`config.mk`:
```
export PLATFORM = sky130hd
export DESIGN_NAME = double_ended_queue_flat
export DESIGN_NICKNAME = d
export VERILOG_FILES = /design/src/hdl/deq_pkg.sv /design/src/hdl/deq_cmd_if.sv /design/src/hdl/deq_rsp_if.sv /design/src/hdl/deq_front.sv /design/src/hdl/deq_queue.sv /design/src/hdl/deq_back.sv /design/src/hdl/double_ended_queue.sv /design/src/flat_wrapper.sv
export SDC_FILE = /design/constraint.sdc
export NUM_CORES = 1
export LEC_CHECK = 0
export ABC_AREA = 1
export BUFFER_PORTS_ARGS = -buffer_cell sky130_fd_sc_hd__buf_2
export CAP_MARGIN = 20
export CORE_ASPECT_RATIO = 0.75
export CORE_MARGIN = 2
export CORE_UTILIZATION = 60
export CTS_CLUSTER_SIZE = 40
export DETAILED_ROUTE_END_ITERATION = 7
export PLACE_DENSITY = 0.75
export SLEW_MARGIN = 20
export SYNTH_ARGS = -nofsm -noshare
export SYNTH_HDL_FRONTEND = slang
export SYNTH_HIERARCHICAL = 1
export SYNTH_SLANG_ARGS = --single-unit
```
`constraint.sdc`:
```
create_clock -name clk -period 5.3 [get_ports clk]
set_clock_uncertainty 0.15 [all_clocks]
set_input_delay 1.59 -clock clk [delete_from_list [all_inputs] [get_ports clk]]
set_output_delay 1.59 -clock clk [all_outputs]
set_load 0.05 [all_outputs]
```
`src/hdl/deq_pkg.sv`:
```
// ----------------------------------------------------------------------------
// deq_pkg
// shared types and constants of the double-ended queue
// ----------------------------------------------------------------------------
package deq_pkg;

    localparam int WORD_W        = 32;
    localparam int OCC_W         = 5;
    localparam int DEPTH_DEFAULT = 16;
    localparam int QUEUE_DEPTH   = 2;

    typedef enum logic [1:0] {
        CMD_ADD_FRONT = 2'd0,
        CMD_ADD_REAR  = 2'd1,
        CMD_DEL_FRONT = 2'd2,
        CMD_DEL_REAR  = 2'd3
    } cmd_t;

    typedef enum logic [1:0] {
        ST_OK    = 2'd0,
        ST_EMPTY = 2'd1,
        ST_FULL  = 2'd2
    } status_t;

    // what the back end does with the slot memory
    typedef enum logic [1:0] {
        OP_NONE  = 2'd0,
        OP_WRITE = 2'd1,
        OP_READ  = 2'd2
    } op_kind_t;

    typedef struct packed {
        op_kind_t          kind;
        status_t           status;
        logic [OCC_W-1:0]  occupancy;
    } deq_ctl_t;

    localparam int CTL_W = $bits(deq_ctl_t);

endpackage

```
`src/hdl/deq_cmd_if.sv`:
```
// ----------------------------------------------------------------------------
// deq_cmd_if
// command channel: valid/ready with command code and push word
// ----------------------------------------------------------------------------
interface deq_cmd_if;

    logic                                    valid;
    logic                                    ready;
    deq_pkg::cmd_t                           cmd;
    logic signed [deq_pkg::WORD_W-1:0]       push_value;

    modport source (output valid, output cmd, output push_value, input ready);
    modport sink   (input valid, input cmd, input push_value, output ready);

endinterface

```
`src/hdl/deq_rsp_if.sv`:
```
// ----------------------------------------------------------------------------
// deq_rsp_if
// response channel: valid/ready with popped word, status and occupancy
// ----------------------------------------------------------------------------
interface deq_rsp_if;

    logic                                    valid;
    logic                                    ready;
    logic signed [deq_pkg::WORD_W-1:0]       pop_value;
    deq_pkg::status_t                        status;
    logic [deq_pkg::OCC_W-1:0]               occupancy;

    modport source (output valid, output pop_value, output status, output occupancy,
                    input ready);
    modport sink   (input valid, input pop_value, input status, input occupancy,
                    output ready);

endinterface

```
`src/hdl/deq_front.sv`:
```
// ----------------------------------------------------------------------------
// deq_front
// takes commands, checks full/empty, keeps front pointer and count,
// and hands a slot operation to the back end
// ----------------------------------------------------------------------------
module deq_front #(
    parameter int  DEPTH = deq_pkg::DEPTH_DEFAULT,
    localparam int AW    = (DEPTH > 1) ? $clog2(DEPTH) : 1
) (
    input  logic                        clk,
    input  logic                        rst_n,
    deq_cmd_if.sink                     req,
    output logic                        op_valid,
    input  logic                        op_ready,
    output deq_pkg::deq_ctl_t           op_ctl,
    output logic [AW-1:0]               op_addr,
    output logic [deq_pkg::WORD_W-1:0]  op_word
);
    import deq_pkg::*;

    localparam int CW = $clog2(DEPTH + 1);

    logic [AW-1:0] front_reg, front_next;
    logic [CW-1:0] count_reg, count_next;

    logic          accept;
    logic          is_full;
    logic          ring_empty;
    logic [AW-1:0] front_dec;
    logic [AW-1:0] front_inc;
    logic [AW:0]   wr_sum;
    logic [AW:0]   rd_sum;
    logic [AW-1:0] rear_wr;
    logic [AW-1:0] rear_rd;

    assign accept    = req.valid && op_ready;
    assign req.ready = op_ready;
    assign op_valid  = req.valid;
    assign op_word   = req.push_value;

    assign is_full    = (count_reg == CW'(DEPTH));
    assign ring_empty = (count_reg == '0);

    // ring arithmetic, sums stay below twice the depth
    assign front_dec = (front_reg == '0) ? AW'(DEPTH - 1) : front_reg - 1'b1;
    assign front_inc = (front_reg == AW'(DEPTH - 1)) ? '0 : front_reg + 1'b1;
    assign wr_sum    = {1'b0, front_reg} + (AW+1)'(count_reg);
    assign rd_sum    = wr_sum - 1'b1;
    assign rear_wr   = (wr_sum >= (AW+1)'(DEPTH)) ? AW'(wr_sum - (AW+1)'(DEPTH))
                                                  : AW'(wr_sum);
    assign rear_rd   = (rd_sum >= (AW+1)'(DEPTH)) ? AW'(rd_sum - (AW+1)'(DEPTH))
                                                  : AW'(rd_sum);

    always_comb
    begin
        front_next    = front_reg;
        count_next    = count_reg;
        op_ctl.kind   = OP_NONE;
        op_ctl.status = ST_OK;
        op_addr       = front_reg;
        unique case (req.cmd)
            CMD_ADD_FRONT:
            begin
                if (is_full)
                begin
                    op_ctl.status = ST_FULL;
                end
                else
                begin
                    op_ctl.kind = OP_WRITE;
                    op_addr     = front_dec;
                    front_next  = front_dec;
                    count_next  = count_reg + 1'b1;
                end
            end
            CMD_ADD_REAR:
            begin
                if (is_full)
                begin
                    op_ctl.status = ST_FULL;
                end
                else
                begin
                    op_ctl.kind = OP_WRITE;
                    op_addr     = rear_wr;
                    count_next  = count_reg + 1'b1;
                end
            end
            CMD_DEL_FRONT:
            begin
                if (ring_empty)
                begin
                    op_ctl.status = ST_EMPTY;
                end
                else
                begin
                    op_ctl.kind = OP_READ;
                    op_addr     = front_reg;
                    front_next  = front_inc;
                    count_next  = count_reg - 1'b1;
                end
            end
            CMD_DEL_REAR:
            begin
                if (ring_empty)
                begin
                    op_ctl.status = ST_EMPTY;
                end
                else
                begin
                    op_ctl.kind = OP_READ;
                    op_addr     = rear_rd;
                    count_next  = count_reg - 1'b1;
                end
            end
            default:
            begin
                op_ctl.kind = OP_NONE;
            end
        endcase
        op_ctl.occupancy = OCC_W'(count_next);
    end

    always_ff @(posedge clk or negedge rst_n)
    begin
        if (!rst_n)
        begin
            front_reg <= '0;
            count_reg <= '0;
        end
        else if (accept)
        begin
            front_reg <= front_next;
            count_reg <= count_next;
        end
    end

endmodule

```
`src/hdl/deq_queue.sv`:
```
// ----------------------------------------------------------------------------
// deq_queue
// short first-in first-out buffer between front and back end
// ----------------------------------------------------------------------------
module deq_queue #(
    parameter int W     = deq_pkg::CTL_W,
    parameter int DEPTH = deq_pkg::QUEUE_DEPTH
) (
    input  logic          clk,
    input  logic          rst_n,
    input  logic          push_valid,
    output logic          push_ready,
    input  logic [W-1:0]  push_data,
    output logic          pop_valid,
    input  logic          pop_ready,
    output logic [W-1:0]  pop_data
);
    import deq_pkg::*;

    localparam int PW = (DEPTH > 1) ? $clog2(DEPTH) : 1;
    localparam int CW = $clog2(DEPTH + 1);

    logic [W-1:0]  entry_reg [DEPTH];
    logic [PW-1:0] wr_ptr_reg, wr_ptr_next;
    logic [PW-1:0] rd_ptr_reg, rd_ptr_next;
    logic [CW-1:0] cnt_reg, cnt_next;
    logic          do_push;
    logic          do_pop;

    assign push_ready = (cnt_reg != CW'(DEPTH));
    assign pop_valid  = (cnt_reg != '0);
    assign pop_data   = entry_reg[rd_ptr_reg];
    assign do_push    = push_valid && push_ready;
    assign do_pop     = pop_valid && pop_ready;

    always_comb
    begin
        wr_ptr_next = wr_ptr_reg;
        rd_ptr_next = rd_ptr_reg;
        cnt_next    = cnt_reg;
        if (do_push)
        begin
            wr_ptr_next = (wr_ptr_reg == PW'(DEPTH - 1)) ? '0 : wr_ptr_reg + 1'b1;
        end
        if (do_pop)
        begin
            rd_ptr_next = (rd_ptr_reg == PW'(DEPTH - 1)) ? '0 : rd_ptr_reg + 1'b1;
        end
        if (do_push && !do_pop)
        begin
            cnt_next = cnt_reg + 1'b1;
        end
        else if (do_pop && !do_push)
        begin
            cnt_next = cnt_reg - 1'b1;
        end
    end

    always_ff @(posedge clk or negedge rst_n)
    begin
        if (!rst_n)
        begin
            wr_ptr_reg <= '0;
            rd_ptr_reg <= '0;
            cnt_reg    <= '0;
        end
        else
        begin
            wr_ptr_reg <= wr_ptr_next;
            rd_ptr_reg <= rd_ptr_next;
            cnt_reg    <= cnt_next;
        end
    end

    always_ff @(posedge clk)
    begin
        if (do_push)
        begin
            entry_reg[wr_ptr_reg] <= push_data;
        end
    end

endmodule

```
`src/hdl/deq_back.sv`:
```
// ----------------------------------------------------------------------------
// deq_back
// carries out slot writes and reads and holds the response register
// ----------------------------------------------------------------------------
module deq_back #(
    parameter int  DEPTH = deq_pkg::DEPTH_DEFAULT,
    localparam int AW    = (DEPTH > 1) ? $clog2(DEPTH) : 1
) (
    input  logic                        clk,
    input  logic                        rst_n,
    input  logic                        op_valid,
    output logic                        op_ready,
    input  deq_pkg::deq_ctl_t           op_ctl,
    input  logic [AW-1:0]               op_addr,
    input  logic [deq_pkg::WORD_W-1:0]  op_word,
    deq_rsp_if.source                   rsp
);
    import deq_pkg::*;

    logic [WORD_W-1:0] slot_mem [DEPTH];
    logic [WORD_W-1:0] rd_data_reg;
    deq_ctl_t          ctl_reg;
    logic              out_valid_reg, out_valid_next;
    logic              take;

    assign op_ready = !out_valid_reg || rsp.ready;
    assign take     = op_valid && op_ready;

    always_comb
    begin
        out_valid_next = out_valid_reg;
        if (take)
        begin
            out_valid_next = 1'b1;
        end
        else if (rsp.ready)
        begin
            out_valid_next = 1'b0;
        end
    end

    always_ff @(posedge clk or negedge rst_n)
    begin
        if (!rst_n)
        begin
            out_valid_reg <= 1'b0;
        end
        else
        begin
            out_valid_reg <= out_valid_next;
        end
    end

    // slot memory, at most one write per operation, read data registered
    always_ff @(posedge clk)
    begin
        if (take)
        begin
            if (op_ctl.kind == OP_WRITE)
            begin
                slot_mem[op_addr] <= op_word;
            end
            rd_data_reg <= slot_mem[op_addr];
            ctl_reg     <= op_ctl;
        end
    end

    assign rsp.valid     = out_valid_reg;
    assign rsp.pop_value = (ctl_reg.kind == OP_READ) ? rd_data_reg : '0;
    assign rsp.status    = ctl_reg.status;
    assign rsp.occupancy = ctl_reg.occupancy;

endmodule

```
`src/hdl/double_ended_queue.sv`:
```
// ----------------------------------------------------------------------------
// double_ended_queue
// double-ended queue of signed 32-bit words in a ring of DEPTH slots
// ----------------------------------------------------------------------------
//
//  channel   dir   words carried
//  -------   ---   -------------------------------------------------------
//  req       in    cmd (add front/rear, delete front/rear), push_value
//  rsp       out   pop_value, status (ok/empty/full), occupancy after cmd
//
//  one command word per cycle sustained while rsp is not stalled; a response
//  is valid after its command passes the queue entry and then the slot
//  memory read register
//  rst_n clears the front pointer, count, queue and response valid; the slot
//  memory is not cleared and needs no clearing pass
//  a stalled rsp fills the two-entry queue, after which req.ready drops
//
module double_ended_queue #(
    parameter int DEPTH = deq_pkg::DEPTH_DEFAULT
) (
    input  logic        clk,
    input  logic        rst_n,
    deq_cmd_if.sink     req,
    deq_rsp_if.source   rsp
);
    import deq_pkg::*;

    localparam int AW = (DEPTH > 1) ? $clog2(DEPTH) : 1;
    localparam int QW = CTL_W + AW + WORD_W;

    // front end to queue
    logic              f_valid;
    logic              f_ready;
    deq_ctl_t          f_ctl;
    logic [AW-1:0]     f_addr;
    logic [WORD_W-1:0] f_word;

    // queue to back end
    logic              b_valid;
    logic              b_ready;
    logic [QW-1:0]     b_data;
    deq_ctl_t          b_ctl;
    logic [AW-1:0]     b_addr;
    logic [WORD_W-1:0] b_word;

    // pointer keeping and full/empty checks
    deq_front #(
        .DEPTH (DEPTH)
    ) u_front (
        .clk      (clk),
        .rst_n    (rst_n),
        .req      (req),
        .op_valid (f_valid),
        .op_ready (f_ready),
        .op_ctl   (f_ctl),
        .op_addr  (f_addr),
        .op_word  (f_word)
    );

    // decouples command acceptance from response back-pressure
    deq_queue #(
        .W     (QW),
        .DEPTH (QUEUE_DEPTH)
    ) u_queue (
        .clk        (clk),
        .rst_n      (rst_n),
        .push_valid (f_valid),
        .push_ready (f_ready),
        .push_data  ({f_ctl, f_addr, f_word}),
        .pop_valid  (b_valid),
        .pop_ready  (b_ready),
        .pop_data   (b_data)
    );

    assign {b_ctl, b_addr, b_word} = b_data;

    // slot memory and response register
    deq_back #(
        .DEPTH (DEPTH)
    ) u_back (
        .clk      (clk),
        .rst_n    (rst_n),
        .op_valid (b_valid),
        .op_ready (b_ready),
        .op_ctl   (b_ctl),
        .op_addr  (b_addr),
        .op_word  (b_word),
        .rsp      (rsp)
    );

    // a failed command never writes the slot memory
    a_fail_no_access: assert property (@(posedge clk) disable iff (!rst_n)
        (f_valid && f_ctl.status != ST_OK) |-> (f_ctl.kind == OP_NONE))
        else $error("failed command issued a slot access");

    // a failed command returns a zero word
    a_fail_zero_word: assert property (@(posedge clk) disable iff (!rst_n)
        (rsp.valid && rsp.status != ST_OK) |-> (rsp.pop_value == '0))
        else $error("failed command returned a word");

    // a full error reports a full ring
    a_full_occ: assert property (@(posedge clk) disable iff (!rst_n)
        (rsp.valid && rsp.status == ST_FULL) |-> (rsp.occupancy == OCC_W'(DEPTH)))
        else $error("full error with wrong occupancy");

    // an empty error reports an empty ring
    a_empty_occ: assert property (@(posedge clk) disable iff (!rst_n)
        (rsp.valid && rsp.status == ST_EMPTY) |-> (rsp.occupancy == '0))
        else $error("empty error with nonzero occupancy");

endmodule
```
`src/flat_wrapper.sv`:
```
// flat-port wrapper written by rule: the top's interface ports become plain ports
module double_ended_queue_flat import deq_pkg::*;
#(
    parameter int DEPTH = deq_pkg::DEPTH_DEFAULT
)
  (clk, rst_n, req_valid, req_cmd, req_push_value, req_ready, rsp_valid, rsp_pop_value, rsp_status, rsp_occupancy, rsp_ready);
  deq_cmd_if req_i ();
  deq_rsp_if rsp_i ();
  input  logic clk;
  input  logic rst_n;
  input wire logic [$bits(req_i.valid)-1:0] req_valid;
  input wire logic [$bits(req_i.cmd)-1:0] req_cmd;
  input wire logic [$bits(req_i.push_value)-1:0] req_push_value;
  output wire logic [$bits(req_i.ready)-1:0] req_ready;
  output wire logic [$bits(rsp_i.valid)-1:0] rsp_valid;
  output wire logic [$bits(rsp_i.pop_value)-1:0] rsp_pop_value;
  output wire logic [$bits(rsp_i.status)-1:0] rsp_status;
  output wire logic [$bits(rsp_i.occupancy)-1:0] rsp_occupancy;
  input wire logic [$bits(rsp_i.ready)-1:0] rsp_ready;
  assign req_i.valid = req_valid;
  assign req_i.cmd = req_cmd;
  assign req_i.push_value = req_push_value;
  assign req_ready = req_i.ready;
  assign rsp_valid = rsp_i.valid;
  assign rsp_pop_value = rsp_i.pop_value;
  assign rsp_status = rsp_i.status;
  assign rsp_occupancy = rsp_i.occupancy;
  assign rsp_i.ready = rsp_ready;
  double_ended_queue #(.DEPTH(DEPTH)) u_core (.clk(clk), .rst_n(rst_n), .req(req_i), .rsp(rsp_i));
endmodule
```
==> reports/results.ini <==
[sta]
tightestPinTransition_ps = 1052
hold_ws_ps = 357.7
slew_headroom_pct = 29.71
rsz0062_at_grt = no
max_freq_mhz = 249.6
final_max_slew_viol_count = 0
timing.setup.tns_ps = 0
post-route-period-util_pct = 75.58
setup_violations = 0
layout_min_cycle_time_ps = 4006
hold_viol_final = 0

[cts]
clk_pin_slew_ps = 60
ctsHoldBuffers = 0
postCtsSetupBuffers = 0
cts_made_buffers = 59
cts_root_buffer = clkbuf_16
clk_path_buf_depth = 3
ctsResizeCount = 0
cts_sinks = 657
htree_levels = 2
cts_tree = done
clkLatencyLatePin_ps = 600

[synth]
syn_avg_cell_area_sq_um = 10.46
synth_nets = 2738
synth-seq-cells = 657
synth_area_sq_um = 28120
synth-seq-area-share_pct = 69.92
yosys_warnings = 6
ys_types = 38
syn-instance-count = 2689

[floorplan]
core_sq_um = 46110
rows = 68
dieArea_sq_um = 48630
dieHeight_um = 191.5
ios = 79
die_w_um = 254.0
start_util_pct = 60.97

[power_and_ir_drop]
powerDensity_nw_per_um2 = 618.9
p_leak_nw = 12.97
vdd_ir_drop_max_uv = 512.9

[detailed_routing]
drc = 0
vias = 18210
first_pass_iters = 6
drtAntennaViolNets = 0
via_per_inst = 5.390
drt-wirelength-per-cell_um = 18.53
drtIter0Drc = 2130
wirelength_mm = 62.60

[layout]
regArea_sq_um = 19660
final_area_sq_um = 30490
drive_gt1_share_pct = 8.370
n_antenna_cell = 0
multi_input_area_sq_um = 7030
fillers = 3477
largest_reg_flops = 512
area_growth_pct = 8.446
nets = 2750

[placement]
place_area_sq_um = 28630
gp_congestion = 0.8483
io_buffers = 78
dp_hpwl_mm = 36.16

[min_path]
min_to = u_core/u_queue/cnt_reg[0]$_DFFE_PN0P_
holdPathStages = 1
min_from = u_core/u_queue/cnt_reg[0]$_DFFE_PN0P_
hp-class = flop to flop

[global_route]
grt_pass1_vias = 17390
grt_pass1_wl_mm = 97.39
grt_usage_pct = 26.55
gr-total-overflow = 0
antenna_found_initial = 0
grt_max_degree = 198

[critical_path]
cp_cell_sequence = inv_1 -> nand2_2 -> nor2_1 -> buf_2
crit_fanout = 32
endpoint_kind = output port
r2r_cells = 13
crit_arrival_ps = 2270
rr_endpoint = u_core/u_back/rd_data_reg[3]$_DFFE_PP_
start_kind = flop
cp.required_ps = 3560
criticalPathCategory = flop to output port
crit_slowest_cell = nand2_2
cpPeakStageDelay_ps = 530
r2r_start = u_core/u_queue/rd_ptr_reg$_DFFE_PN0P_
r2r_slack_ps = 1500

[run]
max-cap-violations = 0

[status]
status = finished, final reports clean

-- synthesized netlist by cell type (all sizes together) --
cell type | instances | area, sq um
o21ai | 18 | 97.60
nand3 | 26 | 152.7
nor2 | 65 | 267.8
o22ai | 2 | 18.77
o211ai | 4 | 35.03
nor3 | 1 | 5.000
edfxtp | 643 | 19310
dfrtp | 14 | 350.3
a21oi | 5 | 25.02
buf | 141 | 1003
clkbuf | 16 | 70.06
inv | 138 | 520.5
nand2 | 1589 | 5974
nand4 | 2 | 12.51
ha | 10 | 125.1
xor2 | 7 | 68.82
fa | 1 | 20.02
xnor2 | 4 | 35.03
a22oi | 1 | 7.510
o2111ai | 2 | 17.52
-- stage by stage --
step / utilization (%) / instances / power [mW] / setup WS [ps]
after global placement: 62.09 / 3270 / 14.56 / 1207
after global routing: 66.12 / 3378 / 20.02 / 1157
after floorplan: - / 2689 / 12.75 / 273.0
after detailed placement: 62.09 / 3270 / 14.77 / 1181
final: 66.12 / 3378 / 18.87 / 1294
after CTS: 66.12 / 3378 / 18.89 / 1189
-- where the power goes --
group          leakage [nW]  switching (mW)  internal [mW]  total [mW]
sequential             6.04           0.241           7.16        7.40
clock                 0.904            1.78           2.33        4.11
combinational          6.02            5.69           1.67        7.36
-- per-layer routing --
layer / routed length, um / vias to the layer above / GRT usage, % / share of wire [%]
li1: - / 8608 / - / -
met1: 27000 / 8622 / 40.08 / 43
met2: 28290 / 871 / 40.69 / 45
met3: 5867 / 105 / 3.894 / 9.4
met4: 1439 / 0 / 7.443 / 2.3
met5: 0 / - / 0 / 0
-- worst max path at each step --
stage / startpoint / end / slack [ps] / depth (start not counted)
after CTS: u_core/u_back/ctl_reg[7]$_DFFE_PP_ / rsp_pop_value[26] / 1190 / 4
after global placement: rsp_ready / u_core/u_back/slot_mem[2][8]$_DFFE_PP_ / 1210 / 9
after floorplan: rsp_ready / u_core/u_back/slot_mem[0][0]$_DFFE_PP_ / 270 / 8
after global routing: u_core/u_back/ctl_reg[7]$_DFFE_PP_ / rsp_pop_value[26] / 1160 / 4
final: u_core/u_back/ctl_reg[7]$_DFFE_PP_ / rsp_pop_value[27] / 1290 / 4
after detailed placement: rsp_ready / u_core/u_back/slot_mem[3][8]$_DFFE_PP_ / 1180 / 9
-- worst max-delay path: cells and delay by family (launching register included) --
family                 cells  cell delay, ps
DFF                        1             360
and+or+nand+nor            2             900
buffers and inverters      2             400
-- kinds of logic (layout without fill, tap and decap cells) --
| logic type | count (synthesis) | in the layout | share of synthesized area, % |
|---|---|---|---|
| fa+ha+maj | 11 | 11 | 0.5162 |
| simple gates | 1683 | 1683 | 22.81 |
| xor+xnor | 11 | 11 | 0.3694 |
| flops | 657 | 657 | 69.92 |
| buf+inv | 295 | 354 | 5.670 |
| compound gates | 32 | 32 | 0.7165 |
-- placed cells by master (no fill, tap or decap), types with 9 or more instances in the layout --
cell type     n
buf_4        29
clkinv_1     17
dfrtp_1      13
nor2_4       21
nand3_1      23
inv_1       130
nand2_1    1584
ha_1         10
edfxtp_1    643
clkinv_2      9
clkbuf_1     13
buf_2        78
clkbuf_16    61
nor2_1       43
o21ai_0      12
-- layout make-up --
| type | count | area share (%) |
|---|---|---|
| flip-flops and latches | 657 | 64.48 |
| multi-input cells | 1737 | 23.06 |
| clock buffers | 74 | 5.166 |
| well taps | 630 | 2.585 |
| repair buffers | 108 | 2.060 |
| inverters | 138 | 1.724 |
| clock inverters | 34 | 0.9274 |
Note: power is estimated with default switching activity, not from simulation.
